`src/rtl/rmsd_pkg.sv`:
```
// Shared constants and types for the running mean and deviation block.
package rmsd_pkg;

  // Sample counter width
  localparam int COUNT_WIDTH = 32;

  // Shared adder width: covers the 64-bit sum plus carry, and the divider remainder
  localparam int ALU_W = (COUNT_WIDTH + 2 > 66) ? COUNT_WIDTH + 2 : 66;

  // Remainder register: divider needs COUNT_WIDTH+1 bits, square root needs 34
  localparam int REM_W = (COUNT_WIDTH + 1 > 34) ? COUNT_WIDTH + 1 : 34;

  // Step counter and the last step of each iterative phase
  localparam int ITER_W = 6;
  localparam logic [ITER_W-1:0] MEAN_DIV_LAST = ITER_W'(32);
  localparam logic [ITER_W-1:0] MUL_LAST      = ITER_W'(32);
  localparam logic [ITER_W-1:0] VAR_DIV_LAST  = ITER_W'(63);
  localparam logic [ITER_W-1:0] SQRT_LAST     = ITER_W'(31);

  typedef logic [COUNT_WIDTH-1:0] count_t;

  localparam count_t CNT_MAX = '1;
  localparam count_t CNT_ONE = count_t'(1);
  localparam count_t CNT_TWO = count_t'(2);

  // Request commands
  localparam logic CMD_ADD   = 1'b0;
  localparam logic CMD_CLEAR = 1'b1;

endpackage

```
`src/rtl/running_mean_stddev.sv`:
```
// Top level: online mean and sample standard deviation over a shared adder.
//
//  channel  | handshake            | payload
//  ---------+----------------------+-----------------------------------------------
//  input    | in_valid / in_stall  | command, rate_error
//  output   | out_valid / out_stall| sample_count, mean_value, std_dev,
//           |                      | std_dev_valid, count_saturated
//
// One request at a time; in_stall is high while a request is in work.
// A sample runs up to 33 divider steps for the mean, 33 multiply steps for the
// deviation product, 64 divider steps for M2/(n-1) and 32 square root steps,
// all on the one shared 66-bit adder.
// A result waits in the output register under out_stall while the next request
// is accepted; rst is synchronous and zeroes the statistics.
module running_mean_stddev (
  input  logic        clk,
  input  logic        rst,
  input  logic        in_valid,
  output logic        in_stall,
  input  logic        command,
  input  logic [31:0] rate_error,
  output logic        out_valid,
  input  logic        out_stall,
  output logic [31:0] sample_count,
  output logic [31:0] mean_value,
  output logic [31:0] std_dev,
  output logic        std_dev_valid,
  output logic        count_saturated
);
  import rmsd_pkg::*;

  typedef enum logic [3:0] {
    S_IDLE,
    S_DELTA,
    S_NEGD,
    S_DIVM,
    S_MEAN,
    S_AFTER,
    S_MUL,
    S_M2ADD,
    S_VARS,
    S_DIVV,
    S_SQRT,
    S_FINISH
  } state_t;

  state_t              state;
  count_t              count_reg;
  logic [31:0]         mean_reg;
  logic [63:0]         sq_dev_sum;
  logic [31:0]         x_reg;
  logic                delta_neg;
  logic [32:0]         mag_a;
  logic [32:0]         mag_b;
  logic [63:0]         work;
  logic [63:0]         prod;
  logic [REM_W-1:0]    rem;
  count_t              divisor;
  logic [31:0]         root;
  logic [ITER_W-1:0]   iter;

  logic [ALU_W-1:0]    alu_a;
  logic [ALU_W-1:0]    alu_b;
  logic                alu_sub;
  logic [ALU_W:0]      alu_sum;
  logic                alu_ge;
  logic [ALU_W-1:0]    x_ext;
  logic [ALU_W-1:0]    mean_ext;
  logic [ALU_W-1:0]    div_trial;
  logic [ALU_W-1:0]    sq_trial;
  logic [63:0]         count_ext;
  logic                in_take;
  logic                out_free;

  assign in_stall = (state != S_IDLE);
  assign in_take  = in_valid && !in_stall;
  assign out_free = !out_valid || !out_stall;

  assign x_ext     = {{(ALU_W-32){x_reg[31]}}, x_reg};
  assign mean_ext  = {{(ALU_W-32){mean_reg[31]}}, mean_reg};
  assign div_trial = ALU_W'({rem[COUNT_WIDTH-1:0], work[63]});
  assign sq_trial  = ALU_W'({rem[33:0], work[63:62]});
  assign count_ext = 64'(count_reg);

  // Select operands of the shared adder
  always_comb begin
    alu_a   = '0;
    alu_b   = '0;
    alu_sub = 1'b0;
    unique case (state)
      S_DELTA: begin
        alu_a   = x_ext;
        alu_b   = mean_ext;
        alu_sub = 1'b1;
      end
      S_NEGD: begin
        alu_b   = {{(ALU_W-33){mag_a[32]}}, mag_a};
        alu_sub = 1'b1;
      end
      S_DIVM, S_DIVV: begin
        alu_a   = div_trial;
        alu_b   = ALU_W'(divisor);
        alu_sub = 1'b1;
      end
      S_MEAN: begin
        alu_a   = mean_ext;
        alu_b   = ALU_W'(work[32:0]);
        alu_sub = delta_neg;
      end
      S_AFTER: begin
        alu_a   = delta_neg ? mean_ext : x_ext;
        alu_b   = delta_neg ? x_ext : mean_ext;
        alu_sub = 1'b1;
      end
      S_MUL: begin
        alu_a = ALU_W'(prod);
        alu_b = ALU_W'(work);
      end
      S_M2ADD: begin
        alu_a = ALU_W'(sq_dev_sum);
        alu_b = ALU_W'(prod);
      end
      S_SQRT: begin
        alu_a   = sq_trial;
        alu_b   = ALU_W'({root, 2'b01});
        alu_sub = 1'b1;
      end
      default: begin
        alu_a   = '0;
        alu_b   = '0;
        alu_sub = 1'b0;
      end
    endcase
  end

  // Shared adder and its sign test
  assign alu_sum = {1'b0, alu_a} + {1'b0, (alu_sub ? ~alu_b : alu_b)}
                 + (ALU_W+1)'(alu_sub);
  assign alu_ge  = !alu_sum[ALU_W-1];

  // Sequencer, statistics and output register
  always_ff @(posedge clk) begin
    if (rst) begin
      state      <= S_IDLE;
      out_valid  <= 1'b0;
      count_reg  <= '0;
      mean_reg   <= '0;
      sq_dev_sum <= '0;
    end else begin
      // drop the result once taken, unless a new one is loaded
      if (out_valid && !out_stall && state != S_FINISH) begin
        out_valid <= 1'b0;
      end

      unique case (state)
        S_IDLE: begin
          if (in_take) begin
            x_reg   <= rate_error;
            divisor <= count_reg + CNT_ONE;
            if (command == CMD_CLEAR) begin
              count_reg  <= '0;
              mean_reg   <= '0;
              sq_dev_sum <= '0;
              root       <= '0;
              state      <= S_FINISH;
            end else if (count_reg == CNT_MAX) begin
              state <= S_VARS;
            end else begin
              state <= S_DELTA;
            end
          end
        end

        S_DELTA: begin
          delta_neg <= alu_sum[ALU_W-1];
          mag_a     <= alu_sum[32:0];
          state     <= S_NEGD;
        end

        // take magnitude of delta and load the divider
        S_NEGD: begin
          if (delta_neg) begin
            mag_a <= alu_sum[32:0];
            work  <= {alu_sum[32:0], 31'b0};
          end else begin
            work  <= {mag_a, 31'b0};
          end
          rem   <= '0;
          iter  <= '0;
          state <= S_DIVM;
        end

        S_DIVM, S_DIVV: begin
          work <= {work[62:0], alu_ge};
          if (state == S_DIVV && iter == VAR_DIV_LAST) begin
            rem   <= '0;
            root  <= '0;
            iter  <= '0;
            state <= S_SQRT;
          end else begin
            rem  <= alu_ge ? alu_sum[REM_W-1:0] : REM_W'(div_trial);
            iter <= iter + 1'b1;
            if (state == S_DIVM && iter == MEAN_DIV_LAST) begin
              state <= S_MEAN;
            end
          end
        end

        S_MEAN: begin
          mean_reg  <= alu_sum[31:0];
          count_reg <= divisor;
          state     <= S_AFTER;
        end

        // load the multiplier with |delta| and |x - new mean|
        S_AFTER: begin
          mag_b <= alu_sum[32:0];
          work  <= 64'(mag_a);
          prod  <= '0;
          iter  <= '0;
          state <= S_MUL;
        end

        S_MUL: begin
          if (mag_b[0]) begin
            prod <= alu_sum[63:0];
          end
          mag_b <= {1'b0, mag_b[32:1]};
          work  <= {work[62:0], 1'b0};
          iter  <= iter + 1'b1;
          if (iter == MUL_LAST) begin
            state <= S_M2ADD;
          end
        end

        // saturate M2 on carry out
        S_M2ADD: begin
          sq_dev_sum <= alu_sum[64] ? '1 : alu_sum[63:0];
          state      <= S_VARS;
        end

        S_VARS: begin
          if (count_reg < CNT_TWO) begin
            root  <= '0;
            state <= S_FINISH;
          end else begin
            divisor <= count_reg - CNT_ONE;
            work    <= sq_dev_sum;
            rem     <= '0;
            iter    <= '0;
            state   <= S_DIVV;
          end
        end

        // one root bit per step
        S_SQRT: begin
          rem  <= alu_ge ? alu_sum[REM_W-1:0] : REM_W'(sq_trial);
          root <= {root[30:0], alu_ge};
          work <= {work[61:0], 2'b00};
          iter <= iter + 1'b1;
          if (iter == SQRT_LAST) begin
            state <= S_FINISH;
          end
        end

        // hold until the output register is free
        S_FINISH: begin
          if (out_free) begin
            out_valid       <= 1'b1;
            sample_count    <= (count_ext > 64'h0000_0000_FFFF_FFFF) ?
                               32'hFFFF_FFFF : count_ext[31:0];
            mean_value      <= mean_reg;
            std_dev         <= root;
            std_dev_valid   <= (count_reg >= CNT_TWO);
            count_saturated <= (count_reg == CNT_MAX);
            state           <= S_IDLE;
          end
        end

        default: begin
          state <= S_IDLE;
        end
      endcase
    end
  end

endmodule
```
`config.mk`:
```
export PLATFORM = sky130hd
export DESIGN_NAME = running_mean_stddev
export DESIGN_NICKNAME = d
export VERILOG_FILES = /design/src/rtl/rmsd_pkg.sv /design/src/rtl/running_mean_stddev.sv
export SDC_FILE = /design/constraint.sdc
export NUM_CORES = 1
export LEC_CHECK = 0
export ABC_AREA = 1
export BUFFER_PORTS_ARGS = -buffer_cell sky130_fd_sc_hd__buf_4
export CORE_ASPECT_RATIO = 1.25
export CORE_MARGIN = 1
export CORE_UTILIZATION = 35
export DETAILED_ROUTE_END_ITERATION = 7
export SLEW_MARGIN = 20
export SYNTH_ARGS = -nofsm -noshare
export SYNTH_HDL_FRONTEND = slang
export SYNTH_SLANG_ARGS = --single-unit
```
`constraint.sdc`:
```
create_clock -name clk -period 13.2 [get_ports clk]
set_clock_uncertainty 0.15 [all_clocks]
set_input_delay 2.64 -clock clk [delete_from_list [all_inputs] [get_ports clk]]
set_output_delay 2.64 -clock clk [all_outputs]
set_load 0.02 [all_outputs]
```
# [Word level (Yosys, flattened, before mapping)]
# Cells that the tools add are included.
[op_classes] muxes=49 magnitude_cmp=3 add_sub_neg=5 n_bitwise=2 n_reduce_logical=39 eq_ne=27
[op_table] op="case mux 66 bit (8 select lines)" count=1
[op_table] op="case mux 66 bit (7 select lines)" count=1
[op_table] op="2-to-1 mux 64 bit" count=6
[op_table] op="case mux 64 bit (6 select lines)" count=1
[op_table] op="case mux 64 bit (2 select lines)" count=2
[op_table] op="2-to-1 mux 66 bit" count=3
[op_table] op="2-to-1 mux 32 bit" count=6
[op_table] op="case mux 32 bit (2 select lines)" count=3
[op_table] op="2-to-1 mux 34 bit" count=4
[op_table] op="case mux 34 bit (4 select lines)" count=1
[op_table] op="case mux 33 bit (2 select lines)" count=2
[op_table] op="case mux 32 bit (4 select lines)" count=1
[op_table] op="adder 66 x 1 -> 66 bit" count=1
[op_table] op="adder 66 bit" count=1
[op_table] op="NOT 66 bit" count=1
[op_table] op="case mux 4 bit (11 select lines)" count=1
[op_table] op="2-to-1 mux 33 bit" count=1
[op_table] op="adder 32 x 1 -> 32 bit (second input constant)" count=1
[op_table] op="equality test 32 bit (second input constant)" count=1
[op_table] op=">= comparator 32 x 2 -> 1 bit (second input constant)" count=1
[op_table] op="> comparator 32 bit (second input constant)" count=1
[op_table] op="less-than comparator 32 x 2 -> 1 bit (second input constant)" count=1
[op_table] op="2-to-1 mux 4 bit" count=8
[op_table] op="subtractor 32 x 1 -> 32 bit (second input constant)" count=1
[op_table] op="other kinds (30)" count=75
[word_totals] output_inout_bits=100 wordCells=145 regBits=562

# [Logic depth before layout (Yosys ltp)]
# Gate-level depths: netlist (run 1).
[depth] word_depth=10 ltp_mapped=30 ltp_nobuf=28

# [Worst setup path after synthesis (run 1)]
# No wires, ideal clock.
[synth_path] path_type="in2reg" start="in out_stall" end="reg count_saturated (enable)" cell_stages=3 arrival_time_ns=6.851 slack_ns=5.643 n_path_buf=0 cell_sequence="nand2_1 -> nand2_1 -> nor2_1"
[synth_via] elab_chain_cells=3
[synth_lines] item="from (decl)" line_no="running_mean_stddev.sv:23" source="input logic out_stall,"
[synth_lines] item="zero test 1 bit" line_no="running_mean_stddev.sv:77" source="assign out_free = !out_valid || !out_stall;"
[synth_lines] item="logical OR 1 bit" line_no="running_mean_stddev.sv:77"
[synth_lines] item="AND reduction 3 bit (no line)"
[synth_lines] item="to (signal assigned)" line_no="running_mean_stddev.sv:275" source="count_saturated <= (count_reg == CNT_MAX);"
[synth_lines] item="to (decl)" line_no="running_mean_stddev.sv:28" source="output logic count_saturated"
# Every way passes these cells.
# A chain may end at the register's enable or synchronous reset.

# [Final worst setup path (run 1)]
[layout_path] start="reg state[2]" end="reg work[61] (data pin)"
[layout_via] elab_chain_cells=9
[layout_lines] item="from (decl)" line_no="running_mean_stddev.sv:47" source="state_t state;"
[layout_lines] item="from (signal assigned)" line_no="running_mean_stddev.sv:144" source="state <= S_IDLE;"
[layout_lines] item="from (signal assigned)" line_no="running_mean_stddev.sv:165" source="state <= S_FINISH;"
[layout_lines] item="from (signal assigned)" line_no="running_mean_stddev.sv:167" source="state <= S_VARS;"
[layout_lines] item="equality test 4 bit or equality test 4 x 2 -> 1 bit (tied branches)" line_no="running_mean_stddev.sv:90" source="unique case (state)"
[layout_lines] item="OR reduction 2 bit" line_no="running_mean_stddev.sv:90"
[layout_lines] item="case mux 66 bit (8 select lines)" line_no="running_mean_stddev.sv:90"
[layout_lines] item="NOT 66 bit" line_no="running_mean_stddev.sv:137" source="assign alu_sum = {1'b0, alu_a} + {1'b0, (alu_sub ? ~alu_b : alu_b)}"
[layout_lines] item="2-to-1 mux 66 bit" line_no="running_mean_stddev.sv:137"
[layout_lines] item="adder 66 bit" line_no="running_mean_stddev.sv:137"
[layout_lines] item="adder 66 x 1 -> 66 bit *" line_no="running_mean_stddev.sv:138" source="+ (ALU_W+1)'(alu_sub);"
[layout_lines] item="named net alu_sum[30]" line_no="running_mean_stddev.sv:65" source="logic [ALU_W:0] alu_sum;"
[layout_lines] item="2-to-1 mux 64 bit *" line_no="running_mean_stddev.sv:182" source="if (delta_neg) begin"
[layout_lines] item="case mux 64 bit (6 select lines) *" line_no="running_mean_stddev.sv:155" source="unique case (state)"
[layout_lines] item="to (signal assigned)" line_no="running_mean_stddev.sv:184" source="work <= {alu_sum[32:0], 31'b0};"
[layout_lines] item="to (signal assigned)" line_no="running_mean_stddev.sv:186" source="work <= {mag_a, 31'b0};"
[layout_lines] item="to (signal assigned)" line_no="running_mean_stddev.sv:194" source="work <= {work[62:0], alu_ge};"
[layout_lines] item="to (decl)" line_no="running_mean_stddev.sv:55" source="logic [63:0] work;"
# Mark *: on every way through the listed nets, which the timed path passes. The rest lies on a longest branch.

==> results_dict.tcl, run 1 <==
set metrics [dict create \
    syn-mean-instance-area_um2 8.47 \
    synthCells 3751 \
    arrival_ps 6760 \
    rsz0062_at_grt "false" \
    clock.fmax_mhz 153 \
    path_class "register to register" \
    antenna_found_initial 1 \
    cts_post_setup_buffers_inserted 0 \
    synth-simple-area-share_pct 17.0 \
    top_regs "prod x64, sq_dev_sum x64, work x64" \
    number_of_setup_violations_in_the_final_report 0 \
    max_cap_viol_count 0 \
    finalInstanceArea_mm2 0.0362 \
    first_pass_grt_wire_length_um 178000 \
    clock_sink_count 562 \
    hold_buffers 0 \
    final_util_pct 40.2 \
    setup.worst_path.start_class "register" \
    total_negative_slack_ps 0 \
    clock_tree_from_tritoncts "done" \
    path_clk_slew_ps 60 \
    grt-ovfl-total 0 \
    overall_die_height_um 339 \
    worst_skew_pair.late_latency_ps 660 \
    worst_pin_slew_ps 1140 \
    dr.first_iter.drc_count 3277 \
    largest_family_of_logic_cells_by_synthesized_area "compound AO/OA/AOI/OAI gates" \
    die_area_mm2 0.0920 \
    yosysWarnings 0 \
    power_density_mw_per_mm2 283 \
    area_delta_synth_final_pct 13.9 \
    final.fill_count 9048 \
    top_level_ports 137 \
    synth_xor_xnor_area_share_pct 3.32 \
    cts-buffers-inserted 59 \
    drc 0 \
    grt_max_degree 151 \
    multi_input_gate_area_mm2 0.0140 \
    synth.ff_latch_count 562 \
    worstPathMaxFanout 57 \
    final_period_minus_worst_setup_slack_ps 6550 \
    synth_top_flop_cell "sky130_fd_sc_hd__edfxtp_1" \
    detail_route.first_pass.iterations 6 \
    power_mw 10.2 \
    vias 28372 \
    timing.final.crit_share_pct 49.6 \
    residual_antenna_violating_net_count_after_detailed_routing 0 \
    clock_tree.root_cell "sky130_fd_sc_hd__clkbuf_16" \
    synth-async-reset-ratio_pct 0 \
    synth-edff-count 429 \
    fraction_of_the_yosys_area_taken_by_sequential_cells_pct 48.9 \
    first_global_vias 27490 \
    post_cts_resized 0 \
    stdcell_count 5049 \
    floorplan.rows 123 \
    layout.nets 3946 \
    start_util_pct 35.3 \
    grt_usage_pct 25.5 \
    synth.lib_cells_used.distinct 51 \
    dieWidth_um 272 \
    setup.worst_path.end_class "register" \
    synth_area_mm2 0.0318 \
    place_inst 4937 \
    gp_congestion 1.02 \
    io_buffer_count 136 \
    synth_compound_area_share_pct 19.4 \
    worst_case_clock_buffer_depth 3 \
    finalHoldViolations 0 \
    fraction_of_layout_instances_using_a_drive_strength_above_1_pct 8.80 \
    hold_class "register to register" \
    worst_ir_drop_vdd_mv 0.177 \
    design.core.area_mm2 0.0900 \
    wire_length_per_cell_after_detailed_routing_um 23.8 \
    finalMaxSlewViolations 0 \
    post_synth_net_total 3886 \
    critical_path_required_ps 13410 \
    postPlaceCellArea_mm2 0.0341 \
    layout.area.seq_mm2 0.0155 \
    share_of_synthesized_cell_area_in_full_adder_half_adder_and_majority_cells_pct 3.90 \
    leakage_nw 13.8 \
    routed_wirelength_um 120000 \
    viasPerCell 5.62 \
    place_hpwl_um 84500 \
    outcome "finished, final reports clean" \
    post_synth_mux_area_share_pct 0 \
    max_slew_margin_pct 23.8 \
    cts_max_level 2 \
    antenna_cells_inserted 0 \
]
kinds of logic after synthesis:
kind of cell,Yosys count
flip-flops,562
XOR/XNOR,118
AND/OR/NAND/NOR,1346
buffers and inverters,617
AO/OA/AOI/OAI,1010
adder cells (fa/ha/maj),98
final timing paths:
check	from	end	slack [ps]	cells after the start
setup / recovery	state[2]$_SDFFE_PP0P_	work[61]$_DFFE_PP_	6650	22
hold / removal	root[8]$_SDFFCE_PP0P_	std_dev[8]$_DFFE_PP_	300	0
setup reg to reg	state[2]$_SDFFE_PP0P_	work[61]$_DFFE_PP_	6650	22
hold reg to reg	root[8]$_SDFFCE_PP0P_	std_dev[8]$_DFFE_PP_	300	0
cell usage after synthesis (4+ instances only):
cell,count,area share [%]
sky130_fd_sc_hd__clkbuf_1,142,1.7
sky130_fd_sc_hd__nand4_1,38,0.75
sky130_fd_sc_hd__buf_6,4,0.14
sky130_fd_sc_hd__nor2_1,319,3.8
sky130_fd_sc_hd__o2111ai_1,51,1.4
sky130_fd_sc_hd__a21o_1,18,0.43
sky130_fd_sc_hd__o221ai_1,5,0.14
sky130_fd_sc_hd__xnor2_1,26,0.72
sky130_fd_sc_hd__o22ai_1,44,0.87
sky130_fd_sc_hd__o211ai_1,71,1.7
sky130_fd_sc_hd__buf_2,8,0.13
sky130_fd_sc_hd__dfxtp_1,133,8.4
sky130_fd_sc_hd__nor3_1,28,0.44
sky130_fd_sc_hd__inv_1,420,5.0
sky130_fd_sc_hd__a31oi_1,22,0.43
sky130_fd_sc_hd__o21a_1,17,0.40
sky130_fd_sc_hd__nand3_1,100,1.6
sky130_fd_sc_hd__edfxtp_1,429,41
sky130_fd_sc_hd__a221oi_1,69,1.9
sky130_fd_sc_hd__nor4_1,13,0.26
sky130_fd_sc_hd__a21oi_1,324,5.1
sky130_fd_sc_hd__buf_1,22,0.26
sky130_fd_sc_hd__nand2_2,7,0.14
sky130_fd_sc_hd__a22oi_1,64,1.5
sky130_fd_sc_hd__o21bai_1,11,0.26
sky130_fd_sc_hd__a21boi_0,5,0.12
sky130_fd_sc_hd__o21ai_0,249,3.9
sky130_fd_sc_hd__nand2_1,825,9.7
sky130_fd_sc_hd__inv_2,10,0.12
sky130_fd_sc_hd__o21ai_1,43,0.68
sky130_fd_sc_hd__a22oi_2,7,0.28
sky130_fd_sc_hd__clkinv_1,6,0.071
sky130_fd_sc_hd__nor2_2,6,0.12
sky130_fd_sc_hd__xor2_1,89,2.5
sky130_fd_sc_hd__ha_1,96,3.8
per-stage QoR:
| step | hold slack [ps] | worst slack, ps |
|---|---|---|
| finish | 301 | 6650 |
| detailed placement | 285 | 6890 |
| floorplan | 276 | 5640 |
| global placement | 285 | 6950 |
| CTS | 299 | 6870 |
| global route | 309 | 6480 |
final cells by class:
class / instances / area share (%)
Timing Repair Buffer: 180 / 3.80
Tap cell: 1187 / 4.10
Sequential cell: 562 / 42.9
Multi-Input combinational cell: 2572 / 38.8
Clock buffer: 69 / 4.32
Clock inverter: 43 / 1.53
Inverter: 436 / 4.54
report_power, final:
part,switching [mW],internal (mW)
clock,0.787,1.04
combinational,4.19,1.38
sequential,0.280,2.55
total,5.25,4.97
layout by cell type (no fill, tap or decap), drive strengths merged, types with 44 or more instances in the layout:
| cell | synthesis | final |
|---|---|---|
| buf | 37 | 180 |
| a21oi | 324 | 324 |
| nand2 | 832 | 832 |
| edfxtp | 429 | 429 |
| a22oi | 71 | 71 |
| o2111ai | 51 | 51 |
| dfxtp | 133 | 133 |
| xor2 | 92 | 92 |
| nor2 | 326 | 326 |
| clkbuf | 144 | 69 |
| o211ai | 71 | 71 |
| o21ai | 292 | 292 |
| ha | 96 | 96 |
| inv | 430 | 438 |
| nand3 | 100 | 100 |
| o22ai | 44 | 44 |
| a221oi | 69 | 69 |
critical path: stages, from the launching register on:
cell	delay [ps]
sky130_fd_sc_hd__dfxtp_1	390
sky130_fd_sc_hd__inv_2	70
sky130_fd_sc_hd__nand2_1	240
sky130_fd_sc_hd__nor2_4	40
sky130_fd_sc_hd__buf_4	270
sky130_fd_sc_hd__inv_4	490
sky130_fd_sc_hd__buf_4	540
sky130_fd_sc_hd__o22ai_1	130
sky130_fd_sc_hd__a221oi_1	240
sky130_fd_sc_hd__nand3_1	140
sky130_fd_sc_hd__xor2_1	170
sky130_fd_sc_hd__ha_1	370
sky130_fd_sc_hd__nand2_1	70
sky130_fd_sc_hd__nand3_1	90
sky130_fd_sc_hd__o21ai_0	130
sky130_fd_sc_hd__o21ai_0	460
sky130_fd_sc_hd__nand3_1	120
sky130_fd_sc_hd__nand2_1	200
sky130_fd_sc_hd__a21oi_1	250
sky130_fd_sc_hd__o21ai_0	620
sky130_fd_sc_hd__xor2_1	330
sky130_fd_sc_hd__o21ai_0	550
sky130_fd_sc_hd__nand3_1	190
metal layers:
metal / GRT usage (%) / wire (um) / vias to the layer above
met5: 0 / 0 / -
met4: 14.8 / 7570 / 0
met3: 3.51 / 8870 / 269
met2: 41.3 / 55500 / 1335
met1: 32.4 / 48200 / 13598
li1: - / - / 13170
Power figures use the tool's default switching activity.
==> run 2: changes to the inputs <==
==> constraint.sdc (replaced) <==
create_clock -name clk -period 6.1 [get_ports clk]
set_clock_uncertainty 0.15 [all_clocks]
set_input_delay 1.22 -clock clk [delete_from_list [all_inputs] [get_ports clk]]
set_output_delay 1.22 -clock clk [all_outputs]
set_load 0.02 [all_outputs]
==> results_dict.tcl, run 2 (same netlist as run 1, synthesis figures left out) <==
set metrics [dict create \
    setup.worst_path.start_class "register" \
    leakage_nw 14.0 \
    finalHoldViolations 0 \
    max_cap_viol_count 0 \
    timing.hold.worst_path_depth 0 \
    top_cell_family_by_delay_on_the_critical_path "compound AO/OA/AOI/OAI gates" \
    fraction_of_layout_instances_using_a_drive_strength_above_1_pct 9.73 \
    first_global_vias 28014 \
    rrSetupSlack_ps 760 \
    worstReg2RegEnd "rem[23]$_DFFE_PP_" \
    arrival_ps 5610 \
    outcome "finished, final reports clean" \
    die_area_mm2 0.0920 \
    cts-buffers-inserted 58 \
    dieWidth_um 272 \
    hold_class "register to register" \
    residual_antenna_violating_net_count_after_detailed_routing 0 \
    multi_input_gate_area_mm2 0.0140 \
    hold_path_startpoint "root[28]$_SDFFCE_PP0P_" \
    reg2regPathDepth 26 \
    timing.final.crit_share_pct 87.6 \
    start_util_pct 35.3 \
    wire_length_per_cell_after_detailed_routing_um 24.4 \
    power_density_mw_per_mm2 620 \
    viasPerCell 5.73 \
    detail_route.first_pass.iterations 6 \
    critPathLaunch "state[0]$_SDFFE_PP0P_" \
    number_of_setup_violations_in_the_final_report 0 \
    worst-path-buf-inv 6 \
    worst_ir_drop_vdd_mv 0.406 \
    path_clk_slew_ps 70 \
    commonest_non_fill_non_tap_cell_in_the_layout "sky130_fd_sc_hd__nand2_1" \
    worstPathMaxFanout 36 \
    setup.worst_path.end_class "register" \
    clock_tree_from_tritoncts "done" \
    first_pass_grt_wire_length_um 182000 \
    clock.fmax_mhz 187 \
    antenna_found_initial 3 \
    most-common-layout-cells "824 x sky130_fd_sc_hd__nand2_1, 429 x sky130_fd_sc_hd__edfxtp_1, 418 x sky130_fd_sc_hd__inv_1, 322 x sky130_fd_sc_hd__a21oi_1, 309 x sky130_fd_sc_hd__nor2_1" \
    grt-ovfl-total 0 \
    final_util_pct 40.6 \
    top_regs "prod x64, sq_dev_sum x64, work x64" \
    floorplan.rows 123 \
    place_hpwl_um 87600 \
    cts_post_setup_buffers_inserted 0 \
    routed_wirelength_um 124000 \
    worst_hold_path.endpoint "std_dev[28]$_DFFE_PP_" \
    drc 0 \
    cts_max_level 2 \
    layout.nets 3982 \
    layout.area.seq_mm2 0.0155 \
    clock_sink_count 562 \
    overall_die_height_um 339 \
    crit_top_cell "sky130_fd_sc_hd__nand2_1" \
    final.fill_count 9024 \
    io_buffer_count 136 \
    top_level_ports 137 \
    worst_pin_slew_ps 1180 \
    total_negative_slack_ps 0 \
    post_cts_resized 0 \
    grt_usage_pct 26.3 \
    finalMaxSlewViolations 0 \
    worst_path_max_delay_cell "sky130_fd_sc_hd__buf_4" \
    dr.first_iter.drc_count 3081 \
    gp_congestion 1.02 \
    rsz0062_at_grt "false" \
    max_slew_margin_pct 21.1 \
    timing.critical_path.slowest_cell_delay_ps 540 \
    critical_path_required_ps 6360 \
    worst_skew_pair.late_latency_ps 660 \
    clock_tree.root_cell "sky130_fd_sc_hd__clkbuf_16" \
    area_delta_synth_final_pct 15.1 \
    worst_case_clock_buffer_depth 3 \
    hold_buffers 0 \
    design.core.area_mm2 0.0900 \
    path_class "register to register" \
    final_period_minus_worst_setup_slack_ps 5340 \
    grt_max_degree 151 \
    vias 29132 \
    r2r_start "state[0]$_SDFFE_PP0P_" \
]
==> run 2: cell types whose count changed in the layout (fill, tap and decap cells not counted), sizes merged <==
| cell | delta |
|---|---|
| diode | +1 |
| buf | +37 |
| inv | -2 |
| clkbuf | -9 |
| clkinv | +2 |
| bufinv | +3 |
| clkinvlp | +4 |
==> run 2: per-stage QoR <==
step / area, um2 / instances / worst slack, ps / power, mW / hold WS, ps
finish: 36600 / 5085 / 755 / 22.7 / 297
global route: 36600 / 5084 / 353 / 23.8 / 309
CTS: 36600 / 5084 / 892 / 22.4 / 295
detailed placement: 34400 / 4974 / 886 / 18.3 / 282
global placement: 34400 / 4974 / 941 / 18.3 / 283
floorplan: 31800 / 3751 / 874 / 13.6 / 276
==> run 2: power by group <==
group          switching, mW  leakage, nW  internal [mW]
Combinational           9.29         7.94           3.25
Clock                   1.71         1.01           2.31
Sequential             0.607         5.09           5.51
==> run 2: layout make-up <==
class                           instances  area share (%)
Tap cell                             1187            4.06
Clock buffer                           60            4.07
Multi-Input combinational cell       2572            38.3
Inverter                              436            4.49
Antenna cell                            1         0.00684
Sequential cell                       562            42.5
Timing Repair Buffer                  217            4.80
Clock inverter                         50            1.75
==> run 2: worst max path at each step <==
stage	to	depth (start not counted)
after floorplan	work[0]$_DFFE_PP_	7
after global placement	rem[23]$_DFFE_PP_	29
after detailed placement	rem[27]$_DFFE_PP_	29
after CTS	rem[27]$_DFFE_PP_	29
after global routing	rem[27]$_DFFE_PP_	29
final	rem[23]$_DFFE_PP_	26
==> run 2: routing by layer <==
metal  GRT usage, %  vias up  share of wire (%)
met5              0        -             0.0097
met4           16.8        2                7.2
met3           4.13      369                8.0
met2           42.5     1541                 46
met1           32.5    13968                 39
li1               -    13252                  -
